<file path="src/sv/assert_macros.svh">
// assertion macros shared by the deframer modules
`ifndef ASSERT_MACROS_SVH
`define ASSERT_MACROS_SVH

// condition must hold at every clock outside reset
`define ASSERT_ALWAYS(label, cond, msg) \
    label: assert property (@(posedge i_clk) disable iff (!i_rst_n) (cond)) else $error(msg);

// consequent must hold in the same cycle as the antecedent
`define ASSERT_SAME(label, ante, cons, msg) \
    label: assert property (@(posedge i_clk) disable iff (!i_rst_n) (ante) |-> (cons)) \
        else $error(msg);

// consequent must hold in the cycle after the antecedent
`define ASSERT_NEXT(label, ante, cons, msg) \
    label: assert property (@(posedge i_clk) disable iff (!i_rst_n) (ante) |=> (cons)) \
        else $error(msg);

`endif

</file>
<file path="src/sv/edn_pkg.sv">
// types and constants of the escaped node tree deframer
`timescale 1ns / 1ps
`default_nettype none

package edn_pkg;

    // result event codes
    typedef enum logic [1:0] {
        EV_OPEN   = 2'd0,
        EV_PROP   = 2'd1,
        EV_CLOSE  = 2'd2,
        EV_STATUS = 2'd3
    } t_event;

    // final status codes
    typedef enum logic [2:0] {
        ST_OK       = 3'd0,
        ST_BAD_ID   = 3'd1,
        ST_SHORT    = 3'd2,
        ST_NO_START = 3'd3,
        ST_TRUNC    = 3'd4,
        ST_NESTING  = 3'd5
    } t_status;

    // configuration register indexes
    typedef enum logic [1:0] {
        CFG_ACCEPTED_ID   = 2'd0,
        CFG_START_MARKER  = 2'd1,
        CFG_END_MARKER    = 2'd2,
        CFG_ESCAPE_MARKER = 2'd3
    } t_cfg_idx;

    // configuration reset values
    localparam logic [31:0] ACCEPTED_ID_RST   = 32'h0000_0000;
    localparam logic [7:0]  START_MARKER_RST  = 8'hFE;
    localparam logic [7:0]  END_MARKER_RST    = 8'hFF;
    localparam logic [7:0]  ESCAPE_MARKER_RST = 8'hFD;

    // header byte positions
    localparam logic [3:0] HDR_ID_LAST   = 4'd3;
    localparam logic [3:0] HDR_START_POS = 4'd4;
    localparam logic [3:0] HDR_ROOT_POS  = 4'd5;
    localparam logic [3:0] HDR_SHORT_MAX = 4'd6;
    localparam logic [3:0] HDR_SAT       = 4'd8;

    // depth counter width: holds one past the largest depth
    localparam int unsigned DEPTH_W = 9;

    // queue between front and back
    localparam int unsigned FIFO_DEPTH = 4;
    localparam int unsigned FIFO_AW    = 2;

    // one result item
    typedef struct packed {
        t_event      ev;
        logic [7:0]  node_type;
        logic [7:0]  prop_value;
        logic [7:0]  nest_depth;
        logic        done;
        t_status     status;
    } t_result;

    // front to queue transfer
    typedef struct packed {
        logic    push;
        t_result item;
    } t_res_xfer;

endpackage

`default_nettype wire

</file>
<file path="src/sv/edn_front.sv">
// front part: configuration, byte classification and per-file state
`timescale 1ns / 1ps
`default_nettype none
`include "assert_macros.svh"

module edn_front
    import edn_pkg::*;
#(
    parameter logic [DEPTH_W-2:0] DEPTH_LIM = 8'd255
) (
    input  wire logic        i_clk,
    input  wire logic        i_rst_n,
    input  wire logic        i_cfg_we,
    input  wire logic [1:0]  i_cfg_idx,
    input  wire logic [31:0] i_cfg_data,
    input  wire logic        i_push,
    input  wire logic [7:0]  i_data_byte,
    input  wire logic        i_last_byte,
    input  wire logic        i_q_full,
    output t_res_xfer        o_xfer
);

    // configuration registers
    logic [31:0] r_accepted_id;
    logic [7:0]  r_start_mk;
    logic [7:0]  r_end_mk;
    logic [7:0]  r_esc_mk;

    // per-file state
    logic [3:0]         r_hdr_cnt, n_hdr_cnt;
    logic [31:0]        r_id, n_id;
    logic [DEPTH_W-1:0] r_open, n_open;
    logic               r_in_props, n_in_props;
    logic               r_esc_pend, n_esc_pend;
    logic               r_expect, n_expect;
    t_status            r_err, n_err;

    logic        accept;
    logic        have;
    logic [31:0] id_next;
    t_result     res;
    t_status     st;

    assign accept = i_push && !i_q_full;

    // configuration writes
    always_ff @(posedge i_clk) begin
        if (!i_rst_n) begin
            r_accepted_id <= ACCEPTED_ID_RST;
            r_start_mk    <= START_MARKER_RST;
            r_end_mk      <= END_MARKER_RST;
            r_esc_mk      <= ESCAPE_MARKER_RST;
        end else if (i_cfg_we) begin
            unique case (t_cfg_idx'(i_cfg_idx))
                CFG_ACCEPTED_ID:   r_accepted_id <= i_cfg_data;
                CFG_START_MARKER:  r_start_mk    <= i_cfg_data[7:0];
                CFG_END_MARKER:    r_end_mk      <= i_cfg_data[7:0];
                CFG_ESCAPE_MARKER: r_esc_mk      <= i_cfg_data[7:0];
            endcase
        end
    end

    // state registers
    always_ff @(posedge i_clk) begin
        if (!i_rst_n) begin
            r_hdr_cnt  <= '0;
            r_id       <= '0;
            r_open     <= '0;
            r_in_props <= 1'b0;
            r_esc_pend <= 1'b0;
            r_expect   <= 1'b0;
            r_err      <= ST_OK;
        end else begin
            r_hdr_cnt  <= n_hdr_cnt;
            r_id       <= n_id;
            r_open     <= n_open;
            r_in_props <= n_in_props;
            r_esc_pend <= n_esc_pend;
            r_expect   <= n_expect;
            r_err      <= n_err;
        end
    end

    // byte classification and result
    always_comb begin
        n_hdr_cnt  = r_hdr_cnt;
        n_id       = r_id;
        n_open     = r_open;
        n_in_props = r_in_props;
        n_esc_pend = r_esc_pend;
        n_expect   = r_expect;
        n_err      = r_err;
        have       = 1'b0;
        id_next    = r_id | ({24'd0, i_data_byte} << {r_hdr_cnt[1:0], 3'b000});
        st         = ST_OK;
        res        = '{ev: EV_OPEN, node_type: 8'd0, prop_value: 8'd0,
                       nest_depth: 8'd0, done: 1'b0, status: ST_OK};

        if (accept) begin
            if (r_hdr_cnt < HDR_SAT) begin
                n_hdr_cnt = r_hdr_cnt + 4'd1;
            end

            if (r_err == ST_OK) begin
                priority if (r_hdr_cnt <= HDR_ID_LAST) begin
                    n_id = id_next;
                    if (r_hdr_cnt == HDR_ID_LAST && id_next != r_accepted_id
                            && id_next != 32'd0) begin
                        n_err = ST_BAD_ID;
                    end
                end else if (r_hdr_cnt == HDR_START_POS) begin
                    if (i_data_byte != r_start_mk) begin
                        n_err = ST_NO_START;
                    end
                end else if (r_hdr_cnt == HDR_ROOT_POS) begin
                    // root type byte, never a marker
                    have           = 1'b1;
                    res.ev         = EV_OPEN;
                    res.node_type  = i_data_byte;
                    n_open         = DEPTH_W'(1);
                    n_in_props     = 1'b1;
                end else if (r_expect) begin
                    n_expect = 1'b0;
                    if (r_open > {1'b0, DEPTH_LIM}) begin
                        n_err = ST_NESTING;
                    end else begin
                        have           = 1'b1;
                        res.ev         = EV_OPEN;
                        res.node_type  = i_data_byte;
                        res.nest_depth = r_open[7:0];
                        n_open         = r_open + DEPTH_W'(1);
                        n_in_props     = 1'b1;
                    end
                end else if (r_esc_pend) begin
                    n_esc_pend = 1'b0;
                    if (r_in_props) begin
                        have           = 1'b1;
                        res.ev         = EV_PROP;
                        res.prop_value = i_data_byte;
                    end
                end else if (i_data_byte == r_start_mk) begin
                    if (r_open == '0) begin
                        n_err = ST_NESTING;
                    end else begin
                        n_in_props = 1'b0;
                        n_expect   = 1'b1;
                    end
                end else if (i_data_byte == r_end_mk) begin
                    if (r_open == '0) begin
                        n_err = ST_NESTING;
                    end else begin
                        n_open         = r_open - DEPTH_W'(1);
                        have           = 1'b1;
                        res.ev         = EV_CLOSE;
                        res.nest_depth = n_open[7:0];
                        n_in_props     = 1'b0;
                    end
                end else if (i_data_byte == r_esc_mk) begin
                    n_esc_pend = 1'b1;
                end else if (r_in_props) begin
                    have           = 1'b1;
                    res.ev         = EV_PROP;
                    res.prop_value = i_data_byte;
                end else begin
                    // plain byte after the first child is dropped
                end
            end

            // final byte: status and clearing of the file state
            if (i_last_byte) begin
                priority if (r_hdr_cnt <= HDR_SHORT_MAX) begin
                    st = ST_SHORT;
                end else if (n_err != ST_OK) begin
                    st = n_err;
                end else if (n_expect || n_esc_pend) begin
                    st = ST_TRUNC;
                end else if (n_open != '0) begin
                    st = ST_NESTING;
                end else begin
                    st = ST_OK;
                end
                if (st != ST_OK || !have) begin
                    res = '{ev: EV_STATUS, node_type: 8'd0, prop_value: 8'd0,
                            nest_depth: 8'd0, done: 1'b0, status: ST_OK};
                end
                res.done   = 1'b1;
                res.status = st;
                n_hdr_cnt  = '0;
                n_id       = '0;
                n_open     = '0;
                n_in_props = 1'b0;
                n_esc_pend = 1'b0;
                n_expect   = 1'b0;
                n_err      = ST_OK;
            end
        end

        o_xfer.push = accept && (have || i_last_byte);
        o_xfer.item = res;
    end

    // checks
    `ASSERT_ALWAYS(a_depth_bound, r_open <= ({1'b0, DEPTH_LIM} + DEPTH_W'(1)), "depth overrun")
    `ASSERT_NEXT(a_last_clears, accept && i_last_byte, r_hdr_cnt == 4'd0 && r_err == ST_OK,
        "file state not cleared after final byte")
    `ASSERT_SAME(a_last_pushes, accept && i_last_byte, o_xfer.push && o_xfer.item.done,
        "final byte gave no done result")

endmodule

`default_nettype wire

</file>
<file path="src/sv/edn_fifo.sv">
// short queue of result items between front and back
`timescale 1ns / 1ps
`default_nettype none
`include "assert_macros.svh"

module edn_fifo
    import edn_pkg::*;
(
    input  wire logic  i_clk,
    input  wire logic  i_rst_n,
    input  t_res_xfer  i_xfer,
    output logic       o_full,
    output logic       o_nempty,
    output t_result    o_head,
    input  wire logic  i_take
);

    t_result            r_mem [FIFO_DEPTH];
    logic [FIFO_AW-1:0] r_wr, r_rd;
    logic [FIFO_AW:0]   r_count;
    logic               do_wr, do_rd;

    assign o_full   = (r_count == (FIFO_AW + 1)'(FIFO_DEPTH));
    assign o_nempty = (r_count != '0);
    assign do_wr    = i_xfer.push && !o_full;
    assign do_rd    = i_take && o_nempty;
    assign o_head   = r_mem[r_rd];

    // storage
    always_ff @(posedge i_clk) begin
        if (do_wr) begin
            r_mem[r_wr] <= i_xfer.item;
        end
    end

    // pointers and fill count
    always_ff @(posedge i_clk) begin
        if (!i_rst_n) begin
            r_wr    <= '0;
            r_rd    <= '0;
            r_count <= '0;
        end else begin
            if (do_wr) begin
                r_wr <= r_wr + FIFO_AW'(1);
            end
            if (do_rd) begin
                r_rd <= r_rd + FIFO_AW'(1);
            end
            unique case ({do_wr, do_rd})
                2'b10:   r_count <= r_count + (FIFO_AW + 1)'(1);
                2'b01:   r_count <= r_count - (FIFO_AW + 1)'(1);
                default: r_count <= r_count;
            endcase
        end
    end

    // checks
    `ASSERT_ALWAYS(a_count_bound, r_count <= (FIFO_AW + 1)'(FIFO_DEPTH), "queue overfilled")
    `ASSERT_NEXT(a_count_inc, do_wr && !do_rd, r_count == $past(r_count) + (FIFO_AW + 1)'(1),
        "fill count missed a write")

endmodule

`default_nettype wire

</file>
<file path="src/sv/edn_back.sv">
// back part: output register that presents the oldest result
`timescale 1ns / 1ps
`default_nettype none
`include "assert_macros.svh"

module edn_back
    import edn_pkg::*;
(
    input  wire logic i_clk,
    input  wire logic i_rst_n,
    input  wire logic i_q_nempty,
    input  t_result   i_q_head,
    output logic      o_q_take,
    input  wire logic i_pop,
    output logic      o_valid,
    output t_result   o_item
);

    logic    r_valid;
    t_result r_item;
    logic    out_xfer;

    assign out_xfer = i_pop && r_valid;
    assign o_q_take = i_q_nempty && (!r_valid || out_xfer);
    assign o_valid  = r_valid;
    assign o_item   = r_item;

    // valid flag
    always_ff @(posedge i_clk) begin
        if (!i_rst_n) begin
            r_valid <= 1'b0;
        end else if (o_q_take) begin
            r_valid <= 1'b1;
        end else if (out_xfer) begin
            r_valid <= 1'b0;
        end
    end

    // payload
    always_ff @(posedge i_clk) begin
        if (o_q_take) begin
            r_item <= i_q_head;
        end
    end

    // checks
    `ASSERT_NEXT(a_hold_valid, r_valid && !i_pop, r_valid && $stable(r_item),
        "waiting result lost or changed")

endmodule

`default_nettype wire

</file>
<file path="src/sv/escaped_node_tree_deframer.sv">
// top level of the escaped node tree deframer
//
// Usage: file bytes enter on i_data_byte with i_last_byte marking the final
// byte; a byte transfers at a clock edge with push high and full low. Results
// leave as a queue: while empty is low the oldest result sits on the o_ ports
// and transfers at an edge with pop high. Each byte gives zero or one result;
// the final byte always gives one with o_done_res set and o_status valid.
// Configuration is written through i_cfg_we, i_cfg_idx and i_cfg_data, one
// register per cycle, while no file is in flight.
// Throughput: one byte per cycle while full is low; the per-byte
// classification and counter update finish in the accept cycle. Path: a
// result is written to the queue at the edge that transfers its byte, then
// moves into the output register once that register is empty or popped.
// Stall: a four-entry queue plus the output register absorb results while
// pop is low; full rises once both are occupied.
// Reset: synchronous, active low; clears queue, output, file state, and
// loads the configuration registers with their defaults.
`timescale 1ns / 1ps
`default_nettype none

module escaped_node_tree_deframer
    import edn_pkg::*;
#(
    parameter int unsigned MAX_DEPTH = 255
) (
    input  wire logic        i_clk,
    input  wire logic        i_rst_n,
    input  wire logic        i_cfg_we,
    input  wire logic [1:0]  i_cfg_idx,
    input  wire logic [31:0] i_cfg_data,
    input  wire logic        push,
    output logic             full,
    input  wire logic [7:0]  i_data_byte,
    input  wire logic        i_last_byte,
    output logic             empty,
    input  wire logic        pop,
    output logic [1:0]       o_event_res,
    output logic [7:0]       o_node_type,
    output logic [7:0]       o_prop_value,
    output logic [7:0]       o_nest_depth,
    output logic             o_done_res,
    output logic [2:0]       o_status
);

    // depth limit capped so it fits the depth field
    localparam int unsigned DEPTH_CAP = (MAX_DEPTH > 255) ? 255 : MAX_DEPTH;
    localparam logic [DEPTH_W-2:0] DEPTH_LIM = (DEPTH_W - 1)'(DEPTH_CAP);

    t_res_xfer xfer;
    logic      q_full;
    logic      q_nempty;
    t_result   q_head;
    logic      q_take;
    logic      out_valid;
    t_result   out_item;

    // front: classification and file state
    edn_front #(
        .DEPTH_LIM (DEPTH_LIM)
    ) u_front (
        .i_clk       (i_clk),
        .i_rst_n     (i_rst_n),
        .i_cfg_we    (i_cfg_we),
        .i_cfg_idx   (i_cfg_idx),
        .i_cfg_data  (i_cfg_data),
        .i_push      (push),
        .i_data_byte (i_data_byte),
        .i_last_byte (i_last_byte),
        .i_q_full    (q_full),
        .o_xfer      (xfer)
    );

    // queue between front and back
    edn_fifo u_fifo (
        .i_clk    (i_clk),
        .i_rst_n  (i_rst_n),
        .i_xfer   (xfer),
        .o_full   (q_full),
        .o_nempty (q_nempty),
        .o_head   (q_head),
        .i_take   (q_take)
    );

    // back: output register
    edn_back u_back (
        .i_clk      (i_clk),
        .i_rst_n    (i_rst_n),
        .i_q_nempty (q_nempty),
        .i_q_head   (q_head),
        .o_q_take   (q_take),
        .i_pop      (pop),
        .o_valid    (out_valid),
        .o_item     (out_item)
    );

    // result ports
    assign full         = q_full;
    assign empty        = !out_valid;
    assign o_event_res  = out_item.ev;
    assign o_node_type  = out_item.node_type;
    assign o_prop_value = out_item.prop_value;
    assign o_nest_depth = out_item.nest_depth;
    assign o_done_res   = out_item.done;
    assign o_status     = out_item.status;

endmodule

`default_nettype wire
</file>
<file path="config.mk">
export PLATFORM = sky130hd
export DESIGN_NAME = escaped_node_tree_deframer
export DESIGN_NICKNAME = d
export VERILOG_FILES = /design/src/sv/edn_pkg.sv /design/src/sv/edn_front.sv /design/src/sv/edn_fifo.sv /design/src/sv/edn_back.sv /design/src/sv/escaped_node_tree_deframer.sv
export VERILOG_INCLUDE_DIRS = /design/src /design/src/sv
export SDC_FILE = /design/constraint.sdc
export NUM_CORES = 1
export LEC_CHECK = 0
export BUFFER_PORTS_ARGS = -buffer_cell sky130_fd_sc_hd__clkbuf_2
export CAP_MARGIN = 20
export CORE_UTILIZATION = 45
export CTS_CLUSTER_DIAMETER = 30
export CTS_CLUSTER_SIZE = 12
export DETAILED_ROUTE_END_ITERATION = 7
export GPL_TIMING_DRIVEN = 0
export HOLD_SLACK_MARGIN = 0.03
export PLACE_DENSITY_LB_ADDON = 0.15
export SYNTH_ARGS = -nofsm -noshare
export SYNTH_HDL_FRONTEND = slang
export SYNTH_SLANG_ARGS = --single-unit
</file>
<file path="constraint.sdc">
create_clock -name i_clk -period 12.2 [get_ports i_clk]
set_clock_uncertainty 0.15 [all_clocks]
set_input_delay 1.83 -clock i_clk [delete_from_list [all_inputs] [get_ports i_clk]]
set_output_delay 1.83 -clock i_clk [all_outputs]
set_load 0.02 [all_outputs]
</file>
Yosys cells after proc, flatten, opt, wreduce, memory -nomap -nowiden
Memories as Yosys holds them, arrays and structs flattened. A register that Yosys moved wholly into a read port is not among the register bits.
Index checks and enable logic that the tools add are counted.
{ "classes": {"addsub": 7, "n_lt_le_gt_ge": 4, "eq_ne": 18, "shifts": 1, "n_mux": 115, "n_bitwise": 1, "reduce_logical": 36} }
{ "ops": {"columns": ["operator", "count"], "rows": [
  ["9-bit 2-to-1 mux", 12],
  ["32-bit 2-to-1 mux", 3],
  ["8-bit 2-to-1 mux", 12],
  ["30-bit 2-to-1 mux", 3],
  ["26-bit 2-to-1 mux", 3],
  ["3-bit 2-to-1 mux", 20],
  ["1-bit 2-to-1 mux", 51],
  ["16-bit 2-to-1 mux", 2],
  ["32-bit != test", 1],
  ["32-bit OR", 1],
  ["32-bit nonzero test", 1],
  ["8-bit by 5-bit left shift with 32-bit output", 1],
  ["8-bit equality test", 3],
  ["10-bit 2-to-1 mux", 1],
  ["2-bit 2-to-1 mux", 5],
  ["2-bit AND reduction", 5],
  ["2-bit nonzero test", 5],
  ["9-bit by 1-bit adder with 9-bit output, second input constant", 1],
  ["9-bit by 8-bit > comparator with 1-bit output, second input constant", 1],
  ["9-bit zero test", 1],
  ["3-bit nonzero test", 3],
  ["9-bit nonzero test", 1],
  ["9-bit by 1-bit subtractor with 9-bit output, second input constant", 1],
  ["4-bit by 3-bit equality test with 1-bit output, second input constant", 2],
  ["other kinds (24)", 43]
]} }
{ "word_totals": {"register_bits": 115, "ram_bits": 120, "in_bits": 48, "out_inout_bits": 32, "wordCells": 198, "mem_count": 1} }
{ "memory_table": {"columns": ["memory", "words", "word_bits", "rd", "rd_ports_with_merged_regs", "write_ports", "line_no", "text"], "rows": [
  ["u_fifo.r_mem", 4, 30, 1, 1, 1, "edn_fifo.sv:18", "t_result r_mem [FIFO_DEPTH];"]
]} }

Longest topological paths before layout
Gate-level depths: netlist of run 1.
{ "logic_depth": {"depth_word": 23, "ltp_mapped": 16, "depth_no_buf": 14} }

By module
From an unflattened synthesis of run 1, not the netlist that was laid out.
{ "unflattened": {"cells_unflattened": 1130, "area_unflattened_um2": 12548.3} }
{ "by_module_without_submodules": {"columns": ["mod", "n_inst", "cells_each", "area_per_inst_um2", "seq_area_each_um2"], "rows": [
  ["edn_front", 1, 887, 6756.5, 2142.1],
  ["edn_fifo", 1, 208, 4839.6, 3783.6],
  ["edn_back", 1, 34, 948.4, 920.9],
  ["escaped_node_tree_deframer", 1, 1, 3.8, 0.0]
]} }

Least setup slack after synthesis of run 1
OpenSTA, ideal clock, no wires.
{ "synth_timing": {"path_type": "input to register", "start": "input i_data_byte[1]", "end": "register u_fifo.r_count[2]", "setup_ps": 76, "arrival_ps": 4978, "required_time_ps": 11974, "setup_slack_ps": 6996, "stages": 14, "n_path_buf": 1, "cell_sequence": "buf_2 > xor2_1 > nor4_4 > and2_1 > nor3_1 > o21a_1 > or4_1 > a21oi_4 > ha_1 > inv_1 > fa_1 > xor2_1 > or3_1 > a21boi_0"} }
{ "synth_between": {"elab_chain_cells": 17, "elab_cells_between_ends": 21, "classes_between": "eq/ne: 5; mux: 12; reduce/logical: 4"} }
{ "synth_rtl": {"columns": ["item", "line_no", "text"], "rows": [
  ["start, declared", "escaped_node_tree_deframer.sv:33", "input wire logic [7:0] i_data_byte,"],
  ["8-bit equality test", "edn_front.sv:158", "end else if (i_data_byte == r_esc_mk) begin"],
  ["1-bit 2-to-1 mux", "edn_front.sv:158", null],
  ["1-bit 2-to-1 mux", "edn_front.sv:148", "end else if (i_data_byte == r_end_mk) begin"],
  ["1-bit 2-to-1 mux *", "edn_front.sv:141", "end else if (i_data_byte == r_start_mk) begin"],
  ["1-bit 2-to-1 mux *", "edn_front.sv:134", "end else if (r_esc_pend) begin"],
  ["1-bit 2-to-1 mux *", "edn_front.sv:122", "end else if (r_expect) begin"],
  ["1-bit 2-to-1 mux *", "edn_front.sv:115", "end else if (r_hdr_cnt == HDR_ROOT_POS) begin"],
  ["1-bit 2-to-1 mux *", "edn_front.sv:111", "end else if (r_hdr_cnt == HDR_START_POS) begin"],
  ["1-bit 2-to-1 mux *", "edn_front.sv:105", "priority if (r_hdr_cnt <= HDR_ID_LAST) begin"],
  ["1-bit 2-to-1 mux *", "edn_front.sv:104", "if (r_err == ST_OK) begin"],
  ["1-bit 2-to-1 mux * (2 in series)", "edn_front.sv:99", "if (accept) begin"],
  ["1-bit logical OR *", "edn_front.sv:198", "o_xfer.push = accept && (have || i_last_byte);"],
  ["1-bit logical AND *", "edn_front.sv:198", null],
  ["1-bit logical AND *", "edn_fifo.sv:25", "assign do_wr = i_xfer.push && !o_full;"],
  ["2-bit by 1-bit equality test with 1-bit output / 2-bit equality test (equally long branches)", "edn_fifo.sv:49", "unique case ({do_wr, do_rd})"],
  ["3-bit one-hot mux with 2 select lines / 2-bit nonzero test (equally long branches)", null, null],
  ["end signal, assigned", "edn_fifo.sv:50", "2'b10: r_count <= r_count + (FIFO_AW + 1)'(1);"],
  ["end signal, assigned", "edn_fifo.sv:51", "2'b01: r_count <= r_count - (FIFO_AW + 1)'(1);"],
  ["end signal, assigned", "edn_fifo.sv:52", "default: r_count <= r_count;"],
  ["end, declared", "edn_fifo.sv:20", "logic [FIFO_AW:0] r_count;"]
]} }
Mark *: on every way between the ends. The rest lies on a longest branch, timed or not. The select of a mux whose other input is x is not followed.
A chain may end at the register's enable or synchronous reset.

Worst setup path after layout of run 1
{ "layout_timing": {"start": "input i_data_byte[4]", "end": "register u_fifo.r_count[2]"} }
Same word-level chain as after synthesis.

==> results.ini, run 1 <==
[detailed_routing]
vias=8997
drtAntennaViolNets=0
firstDrtPassIters=6
viasPerCell=5.433
wl_per_cell_microns=18.69
drc=0
postRouteWirelength_microns=30940
drt_iter0_markers=683

[cts]
postCtsSetupRepairBufs=0
cts_root_buf=clkbuf_16
cts_buffers=57
cts_max_path_buffers=3
cts_tree=done
cts_hold_buf=0
clock_latency_ns=0.58
cts-resized-gates=0
htree_levels=2
cts_sinks=265
clk_pin_slew_worst_paths_ns=0.04

[timing]
final-setup-viol-count=0
slew_viol_final=0
hold_violations=0
tightestPinTransition_ns=1.093
timing.fmax_mhz=186.8
slew_headroom_pct=26.56
min_period_over_period_pct=43.87
grt_setup_unrepaired=false
setup_tns_ns=0
min_period_ns=5.352

[run]
maxCapViolCount=0

[floorplanning]
die_y_microns=168.5
pin_count=80
coreArea_sq_mm=0.02710
fp.dieArea_sq_mm=0.02840
start_util_pct=46.05
die_w_microns=168.5
rows=60

[final_layout]
drive_above_1_share_pct=20.72
fin_nets=1299
final_util_pct=57.28
final.fill_count=2284
multi_input_area_sq_mm=0.005275
area_delta_synth_final_pct=24.38
seqCellArea_sq_mm=0.006807
antennaDiodeCount=0

[logic_synthesis]
synth.distinct_cells=81
synth_edf_count=150
yosysWarnings=0
syn_area_per_cell_sq_um=11.31
syn_area_sq_mm=0.01248
yosysTopAreaCell=edfxtp_1
synth_seq_cells=265
ys_top_cells_by_area=edfxtp_1 36%, dfxtp_1 18%, mux4_2 5.4%
synth_top_area_share_pct=36.09
synth_nets=1165
yosysSeqAreaShare_pct=54.54
syn_inst=1103
ys.flop_type=edfxtp_1
async_reset_ff_share_pct=0

[setup_path]
critical_path.max_fanout=10
required_ns=12.52
critPathKind=in2reg
ff2ff_setup_slack_ns=7.48
cp-end-kind=flop
startpoint=i_data_byte[4]
crit-reg2reg-launch=u_front.r_hdr_cnt[0]
cp-start-kind=input pin
worstPathArrival_ns=5.67

[power]
p_clk_share_pct=51.3
p_per_area_mw_per_mm2=203.4
switching_share_pct=25.60
total_leakage_power_nw=5.529
ir_drop_mv=0.1146
internal_power_w=0.002349
switchingPower_w=0.0008083
power_frac_comb_pct=14.6
p_seq_share_pct=34.1

[grt]
overflow=0
grt_antenna_before_repair=0
grt_max_degree=31
grt_pass1_vias=8989
grt_usage_pct=22.30
grt_pass1_wl_microns=49190

[placement]
port_buffers=70
dp_hpwl_microns=21260
globalplace.congestion=0.9075

[run_status]
outcome=finished clean

[worst_hold_path]
hp-class=reg2reg
hp-start=u_front.r_accepted_id[28]

-- metal layers --
layer	part of all wire [%]	GRT usage [%]	vias up
li1	-	-	4341
met2	46	35.32	317
met5	0	0	-
met1	45	30.83	4267
met4	2.7	7.668	0
met3	6.3	4.092	72
-- sequential cells by signal (all words and copies together) (netlist names), 2 cells and up --
| signal | flops |
|---|---|
| u_front.r_accepted_id | 32 |
| u_back.o_item | 30 |
| u_front.r_start_mk | 8 |
| u_front.r_hdr_cnt | 4 |
| u_fifo.r_wr | 2 |
| u_front.r_id | 32 |
| u_fifo.r_count | 3 |
| u_front.r_end_mk | 8 |
| u_front.r_err | 3 |
| u_front.r_open | 9 |
| u_fifo.r_rd | 2 |
| u_fifo.r_mem | 120 |
| u_front.r_esc_mk | 8 |
-- final timing paths --
| check | depth (start not counted) | end |
|---|---|---|
| worst max-delay path | 15 | u_fifo.r_count[2] |
| worst min-delay path | 2 | u_front.r_accepted_id[28] |
| worst max register to register | 14 | u_fifo.r_mem[3][12] |
| worst min register to register | 2 | u_front.r_accepted_id[28] |
-- layout make-up --
| class | instances | area share, % |
|---|---|---|
| buffer | 80 | 2.297 |
| clock buffer | 69 | 9.673 |
| clock inverter | 37 | 3.716 |
| inverter | 22 | 0.5320 |
| multi-input combinational | 736 | 33.98 |
| sequential | 265 | 43.85 |
| tap | 372 | 2.999 |
| timing repair buffer | 75 | 2.950 |
-- cell usage in the layout, fill, tap and decap left out, types with 6 or more instances in the layout --
master	count
nand2_1	150
edfxtp_1	150
dfxtp_1	115
clkbuf_2	70
clkbuf_1	66
clkbuf_16	57
nor2b_1	53
a21oi_1	42
xor2_1	41
nand3_1	41
a22oi_1	41
a21boi_0	37
nor2_1	30
mux4_2	30
o21ai_0	23
inv_1	21
nor3_1	20
xnor2_1	20
nand4_1	18
nor3b_2	15
a31oi_1	14
nor4_1	13
ha_1	13
buf_2	12
bufinv_16	11
and3_1	10
and2_1	10
clkinv_2	10
nor3_2	6
nand2b_1	6
clkinvlp_4	6
-- critical path, cell delays in order --
cell      delay [ns]
buf_2           0.24
xnor2_1         0.16
nand4_1         0.22
nor2_1          0.28
buf_2           0.25
nor3_1          0.08
o21a_1          0.20
or4_1           0.52
a21oi_4         0.48
ha_1            0.29
inv_1           0.07
fa_1            0.42
xor2_1          0.16
or3_1           0.30
a21boi_0        0.15
-- power groups by stage --
| stage | sequential [W] | combinational [W] | clock, W |
|---|---|---|---|
| after detailed placement | 0.00109 | 0.000466 | 0 |
| after CTS | 0.00108 | 0.000469 | 0.00164 |
| after global routing | 0.00108 | 0.000505 | 0.00169 |
| after floorplan | 0.00115 | 0.000259 | 0 |
| after global placement | 0.00110 | 0.000441 | 0 |
| final | 0.00108 | 0.000460 | 0.00162 |
-- cell families (layout without fill, tap and decap cells) --
logic type / count (synthesis) / after routing / synth area share, %
simple gates: 410 / 410 / 18.04
flops: 265 / 265 / 54.54
compound gates: 217 / 217 / 12.37
buf+inv: 102 / 283 / 3.519
xor+xnor: 62 / 62 / 4.411
mux: 33 / 33 / 5.655
fa+ha+maj: 14 / 14 / 1.464
-- metrics by stage --
stage | cell area (sq um) | instances | hold slack (ns) | setup WS, ns | power (W)
finish | 15520 | 1656 | 0.3219 | 6.848 | 0.003158
global route | 15520 | 1656 | 0.3417 | 6.684 | 0.003274
CTS | 15520 | 1656 | 0.3258 | 6.880 | 0.003186
detailed placement | 13440 | 1550 | 0.3205 | 6.306 | 0.001559
global placement | 13300 | 1545 | 0.3169 | 5.670 | 0.001540
floorplan | 12480 | 1103 | 0.3053 | 6.996 | 0.001412
-- synthesized netlist by cell type, types with 3 or more instances --
library cell	instances
a211oi_1	5
a21boi_0	37
a21o_1	4
a21oi_1	43
a22o_1	4
a22oi_1	41
a311o_1	4
a31oi_1	14
and2_1	10
and3_1	10
buf_1	5
buf_2	12
buf_6	5
clkbuf_1	57
dfxtp_1	115
edfxtp_1	150
ha_1	13
inv_1	21
mux2i_1	3
mux4_2	30
nand2_1	150
nand2b_1	6
nand3_1	41
nand3b_1	5
nand4_1	18
nor2_1	30
nor2b_1	57
nor3_1	20
nor3_2	6
nor3b_1	5
nor3b_2	15
nor4_1	13
o21a_1	4
o21ai_0	23
o22ai_1	3
or2_2	3
or3_1	5
xnor2_1	20
xor2_1	41
(Power assumes the default switching activity.)
==> run 2: changes to the inputs <==
--- a/config.mk
+++ b/config.mk
@@ -6,6 +6,7 @@
 export SDC_FILE = /design/constraint.sdc
 export NUM_CORES = 1
 export LEC_CHECK = 0
+export ABC_AREA = 1
 export BUFFER_PORTS_ARGS = -buffer_cell sky130_fd_sc_hd__clkbuf_2
 export CAP_MARGIN = 20
 export CORE_UTILIZATION = 45
==> constraint.sdc (replaced) <==
create_clock -name i_clk -period 4.37 [get_ports i_clk]
set_clock_uncertainty 0.15 [all_clocks]
set_input_delay 0.6555 -clock i_clk [delete_from_list [all_inputs] [get_ports i_clk]]
set_output_delay 0.6555 -clock i_clk [all_outputs]
set_load 0.02 [all_outputs]
==> run 2 against run 1 <==
  * Worst hold slack worse by 0.17 ns
  * Flip-flop and latch count stayed put
  * Global-route usage up 1.9 points
  * Die area is 0.77% higher
  * Cell count increased by 22%
  * Critical path depth up 8
  * Critical endpoint unchanged
  * Sequential share of layout area decreased by 0.32 points
  * Cell area grew 0.74%
  * Power rose to 2.9 times the previous value
==> results.ini, run 2 <==
[logic_synthesis]
synth.distinct_cells=46
synth_nets=1522
netlist_top_cells_count=278 x nand2_1, 189 x nor2_1, 160 x inv_1
synth_top_area_share_pct=35.81
yosysWarnings=0
syn_area_per_cell_sq_um=8.614
yosysTopAreaCell=edfxtp_1
ys.flop_type=edfxtp_1
synth.most_common_cell=nand2_1
synth_seq_cells=265
syn_area_sq_mm=0.01258
yosysSeqAreaShare_pct=54.12
synth_edf_count=150
ys_top_cells_by_area=edfxtp_1 36%, dfxtp_1 18%, nand2_1 8.3%
syn_inst=1460
async_reset_ff_share_pct=0

[detailed_routing]
wl_per_cell_microns=16.84
viasPerCell=5.145
postRouteWirelength_microns=33980
drtAntennaViolNets=0
firstDrtPassIters=6
vias=10380
drt_iter0_markers=813
drc=0

[final_layout]
drive_above_1_share_pct=15.68
fin_nets=1659
layout_commonest_cell=nand2_1
layout_common_cells=278 x nand2_1, 185 x nor2_1, 159 x inv_1
top_register=u_fifo.r_mem
area_delta_synth_final_pct=24.33
largest_reg_flops=120
reg_top3=u_fifo.r_mem: 120 flops, u_front.r_accepted_id: 32 flops, u_front.r_id: 32 flops
final_cells=2018

[placement]
dp_hpwl_microns=23970
port_buffers=70
place_ws_ns=-0.1178
dp_cells=1907
globalplace.congestion=0.9018

[timing]
slew_headroom_pct=30.36
final-setup-viol-count=0
grt_setup_unrepaired=false
slew_viol_final=0
timing.fmax_mhz=260.0
tightestPinTransition_ns=1.037
min_period_over_period_pct=88.02
layout_setup_ws_ns=0.5234
hold_violations=0
min_period_ns=3.847
setup_tns_ns=0

[cts]
clk_pin_slew_worst_paths_ns=0.04
cts_root_buf=clkbuf_16
cts_sinks=265
cts_buffers=59
htree_levels=2
cts_max_path_buffers=3
clock_latency_ns=0.58
cts_tree=done

[power]
p_per_area_mw_per_mm2=577.5
power_w=0.009031
ir_drop_mv=0.3137
total_leakage_power_nw=6.302

[setup_path]
cp-end-kind=flop
worstPathArrival_ns=4.21
critical_path.max_fanout=8
cp-start-kind=flop
required_ns=4.73
critPathKind=reg2reg

[grt]
grt_pass1_wl_microns=53880
overflow=0
grt_pass1_vias=10350
grt_usage_pct=24.24
grt_max_degree=30
grt_antenna_before_repair=1

[floorplanning]
rows=60
start_util_pct=46.28
die_y_microns=169.2
pin_count=80
coreArea_sq_mm=0.02718
die_w_microns=169.2
fp.dieArea_sq_mm=0.02862

[run]
maxCapViolCount=0

[run_status]
outcome=finished clean

[worst_hold_path]
hp-class=in2reg

==> run 2: changes by cell type after synthesis, moves of 28 or more <==
cell	before	now
inv_1	21	160
o22ai_1	3	31
nor2_1	30	189
mux4_2	30	0
nor2b_1	57	0
a21boi_0	37	0
nand2_1	150	278
xor2_1	41	10
nand3_1	41	94
o21ai_0	23	117
a22oi_1	41	0
==> run 2: path summary, 6_finish.rpt <==
check	cells after the start	endpoint	startpoint	slack (ns)
worst max-delay path	23	u_fifo.r_count[2]	u_front.r_open[1]	0.52
worst min-delay path	3	u_front.r_accepted_id[12]	i_cfg_data[12]	0.15
worst max register to register	23	u_fifo.r_count[2]	u_front.r_open[1]	0.52
worst min register to register	2	u_front.r_id[6]	u_front.r_id[6]	0.30
==> run 2: metrics by stage <==
| step | area (sq um) | hold slack, ns | util (%) |
|---|---|---|---|
| floorplan | 12580 | 0.2787 | - |
| global placement | 13390 | 0.2935 | 49.28 |
| detailed placement | 13570 | 0.2918 | 49.93 |
| CTS | 15630 | 0.1386 | 57.52 |
| global route | 15640 | 0.1473 | 57.54 |
| finish | 15640 | 0.1489 | 57.54 |
==> run 2: power by group <==
group | internal, W | switching (W) | total, W | leakage [nW]
combinational | 0.000454 | 0.00110 | 0.00155 | 2.98
clock | 0.00299 | 0.00143 | 0.00442 | 0.986
sequential | 0.00299 | 0.0000752 | 0.00306 | 2.34
total | 0.00643 | 0.00260 | 0.00903 | 6.30
==> run 2: cell type report <==
class	instances	area (sq um)
Clock buffer	73	1622
Inverter	175	661.9
Fill cell	2496	11540
Buffer	68	335.3
Clock inverter	36	421.7
Tap cell	372	465.4
Multi-Input combinational cell	952	4822
Timing Repair Buffer	76	500.5
Antenna cell	1	2.502
Sequential cell	265	6807
==> run 2: logic make-up after synthesis <==
logic type	Yosys count	synth area share (%)
and+or+nand+nor	645	22.54
AOI/OAI and AO/OA	264	11.94
adders and majority gates	14	1.452
DFF	265	54.12
buffers and inverters	243	7.929
xor gates and xnor gates	29	2.019
==> run 2: critical path: stages, from the launching register on <==
cell and delay, ns:
dfxtp_1 0.51, ha_1 0.29, nand2_1 0.07, nor2_1 0.13, inv_1 0.09, nor3_1 0.15
ha_1 0.17, inv_1 0.04, nand2_2 0.11, inv_2 0.08, nor2_2 0.28, nor2_1 0.12
inv_1 0.10, a211o_1 0.10, nand2_1 0.08, o21ai_2 0.25, inv_2 0.18, ha_1 0.21
inv_1 0.10, fa_1 0.20, a21oi_1 0.06, o21ai_0 0.09, o21ai_0 0.10, a21oi_1 0.15
==> run 2: per-layer routing <==
layer	GRT usage, %	vias to the layer above	routed length [microns]
li1	-	5181	-
met5	0	-	0
met4	12.61	0	1327
met1	29.66	4815	14550
met2	41.19	300	16420
met3	3.988	86	1679
==> run 2: what timing repair did <==
item	4_1_cts	5_1_grt
setup endpoints to repair	10	93
pin swaps	1	0
buffers inserted	1	0
gates resized for setup	0	3
cloned	0	0
hold buffers	0	0
==> run 3: changes to the inputs <==
--- a/config.mk
+++ b/config.mk
@@ -7,13 +7,13 @@
 export NUM_CORES = 1
 export LEC_CHECK = 0
 export ABC_AREA = 1
-export BUFFER_PORTS_ARGS = -buffer_cell sky130_fd_sc_hd__clkbuf_2
 export CAP_MARGIN = 20
+export CORE_MARGIN = 2
 export CORE_UTILIZATION = 45
 export CTS_CLUSTER_DIAMETER = 30
 export CTS_CLUSTER_SIZE = 12
 export DETAILED_ROUTE_END_ITERATION = 7
-export GPL_TIMING_DRIVEN = 0
+export DONT_BUFFER_PORTS = 1
 export HOLD_SLACK_MARGIN = 0.03
 export PLACE_DENSITY_LB_ADDON = 0.15
 export SYNTH_ARGS = -nofsm -noshare
==> run 3 against run 2 <==
  * Worst setup slack improved by 0.030 ns
  * Critical path depth did not move
  * Core utilization fell by 3.1 points
  * Highest routed layer unchanged
  * Sequential share of layout area rose by 1.8 points
  * Critical endpoint unchanged
==> results.ini, run 3 (same netlist as run 2, synthesis figures left out) <==
[grt]
met3_usage_pct=3.843
use_met1_pct=27.76
grt_antenna_before_repair=0
overflow=0
grt_usage_pct=22.15
use_met2_pct=38.62
grt_pass1_wl_microns=50560
grt_max_degree=66
grt_pass1_vias=9569
busiest_layer=met2

[power]
switchingPower_w=0.002378
internal_power_w=0.006453
p_clk_share_pct=50.6
ir_drop_mv=0.3723
power_frac_comb_pct=12.3
switching_share_pct=26.93
total_leakage_power_nw=5.931
p_seq_share_pct=37.1
p_per_area_mw_per_mm2=587.5

[cts]
cts_max_path_buffers=3
cts_buffers=58
htree_levels=2
cts_sinks=265
clk_pin_slew_worst_paths_ns=0.05
cts_root_buf=clkbuf_16
clock_latency_ns=0.57
cts_tree=done

[run_status]
outcome=finished clean

[floorplanning]
fp.dieArea_sq_mm=0.02930
coreArea_sq_mm=0.02763
rows=61
pin_count=80
die_w_microns=171.2
start_util_pct=45.52
die_y_microns=171.2

[setup_path]
critical_path_buf_inv_count=6
cp-end-kind=flop
worstPathArrival_ns=4.16
critical_path.max_fanout=14
crit_top_cell=inv_1
slowest_delay_ns=0.48
path_cells=ha_1 > nand2_1 > nor2_1 > inv_1 > nor3_1 > ha_1 > inv_1 > nand2_2 > inv_2 > nor2_2 > nor2_1 > inv_1 > a211o_1 > nand2_1 > o21ai_1 > inv_1 > ha_1 > inv_1 > fa_1 > a21oi_1 > o21ai_0 > o21ai_0 > a21oi_1
critPathKind=reg2reg
required_ns=4.71
cp-start-kind=flop
cpMaxStageDelayCell=dfxtp_1
cp_top_family=simple AND/OR/NAND/NOR gates

[final_layout]
layout_commonest_cell=nand2_1
area_delta_synth_final_pct=19.52
drive_above_1_share_pct=11.94
reg_top3=u_fifo.r_mem: 120 flops, u_front.r_accepted_id: 32 flops, u_front.r_id: 32 flops
top_register=u_fifo.r_mem
layout_common_cells=278 x nand2_1, 185 x nor2_1, 160 x inv_1
largest_reg_flops=120
antennaDiodeCount=0
fin_nets=1539
design_area_sq_mm=0.01503

[detailed_routing]
viasPerCell=5.156
drt_iter0_markers=753
drc=0
vias=9807
firstDrtPassIters=6
wl_per_cell_microns=16.84
drtAntennaViolNets=0
postRouteWirelength_microns=32020

[timing]
tightestPinTransition_ns=1.113
grt_setup_unrepaired=false
timing.fmax_mhz=262.0
min_period_ns=3.816
setup_tns_ns=0
slew_viol_final=0
min_period_over_period_pct=87.33
final-setup-viol-count=0
hold_violations=0
slew_headroom_pct=25.61

[placement]
dp_hpwl_microns=20880
dpl_cell_area_sq_mm=0.01297
port_buffers=0
globalplace.congestion=0.8990

[run]
maxCapViolCount=0

[worst_hold_path]
hp-class=in2reg

==> run 3: worst paths after layout <==
check                           cells after the start  slack [ns]                  end               from
worst max-delay path                               23        0.55    u_fifo.r_count[2]  u_front.r_open[1]
worst min-delay path                                2        0.07  u_front.r_end_mk[3]      i_cfg_data[3]
worst max register to register                     23        0.55    u_fifo.r_count[2]  u_front.r_open[1]
worst min register to register                      2        0.30     u_front.r_id[10]   u_front.r_id[10]
==> run 3: per-layer routing <==
layer  up-vias  share of wire, %
met2       243                49
met4         0               2.7
met3        59               4.4
li1       4938                 -
met5         -                 0
met1      4567                44
==> run 3: layout make-up <==
cell class,instances,area [sq um]
clock buffers,75,1595
clock inverters,32,450.4
fillers,2573,12600
inverters,175,661.9
multi-input cells,952,4803
flip-flops and latches,265,6808
well taps,378,473.0
repair buffers,25,240.2
==> run 3: repair_timing <==
action | in CTS | in global routing
hold endpoints to repair | 7 | 0
hold buffers | 1 | 0
gates resized for setup | 0 | 1
endpoints found under the setup margin | 0 | 1
buffers inserted | 0 | 0
==> run 3: power by group through the flow <==
stage / clock (W) / combinational, W / sequential, W
floorplan: 0 / 0.000787 / 0.00332
global placement: 0 / 0.00107 / 0.00333
detailed placement: 0 / 0.00109 / 0.00333
CTS: 0.00453 / 0.00110 / 0.00328
global route: 0.00468 / 0.00123 / 0.00331
finish: 0.00447 / 0.00109 / 0.00328
==> run 3: metrics by stage <==
step / total power (W) / hold WS (ns) / util [%] / cells / setup slack [ns]
after detailed placement: 0.004419 / 0.2970 / 46.94 / 1793 / 0.4214
after CTS: 0.008920 / 0.03176 / 54.38 / 1901 / 0.4185
after floorplan: 0.004102 / 0.2787 / - / 1460 / 0.3077
after global routing: 0.009225 / 0.05657 / 54.41 / 1902 / 0.1229
final: 0.008831 / 0.06596 / 54.41 / 1902 / 0.5537
after global placement: 0.004395 / 0.2891 / 46.94 / 1793 / 0.4577
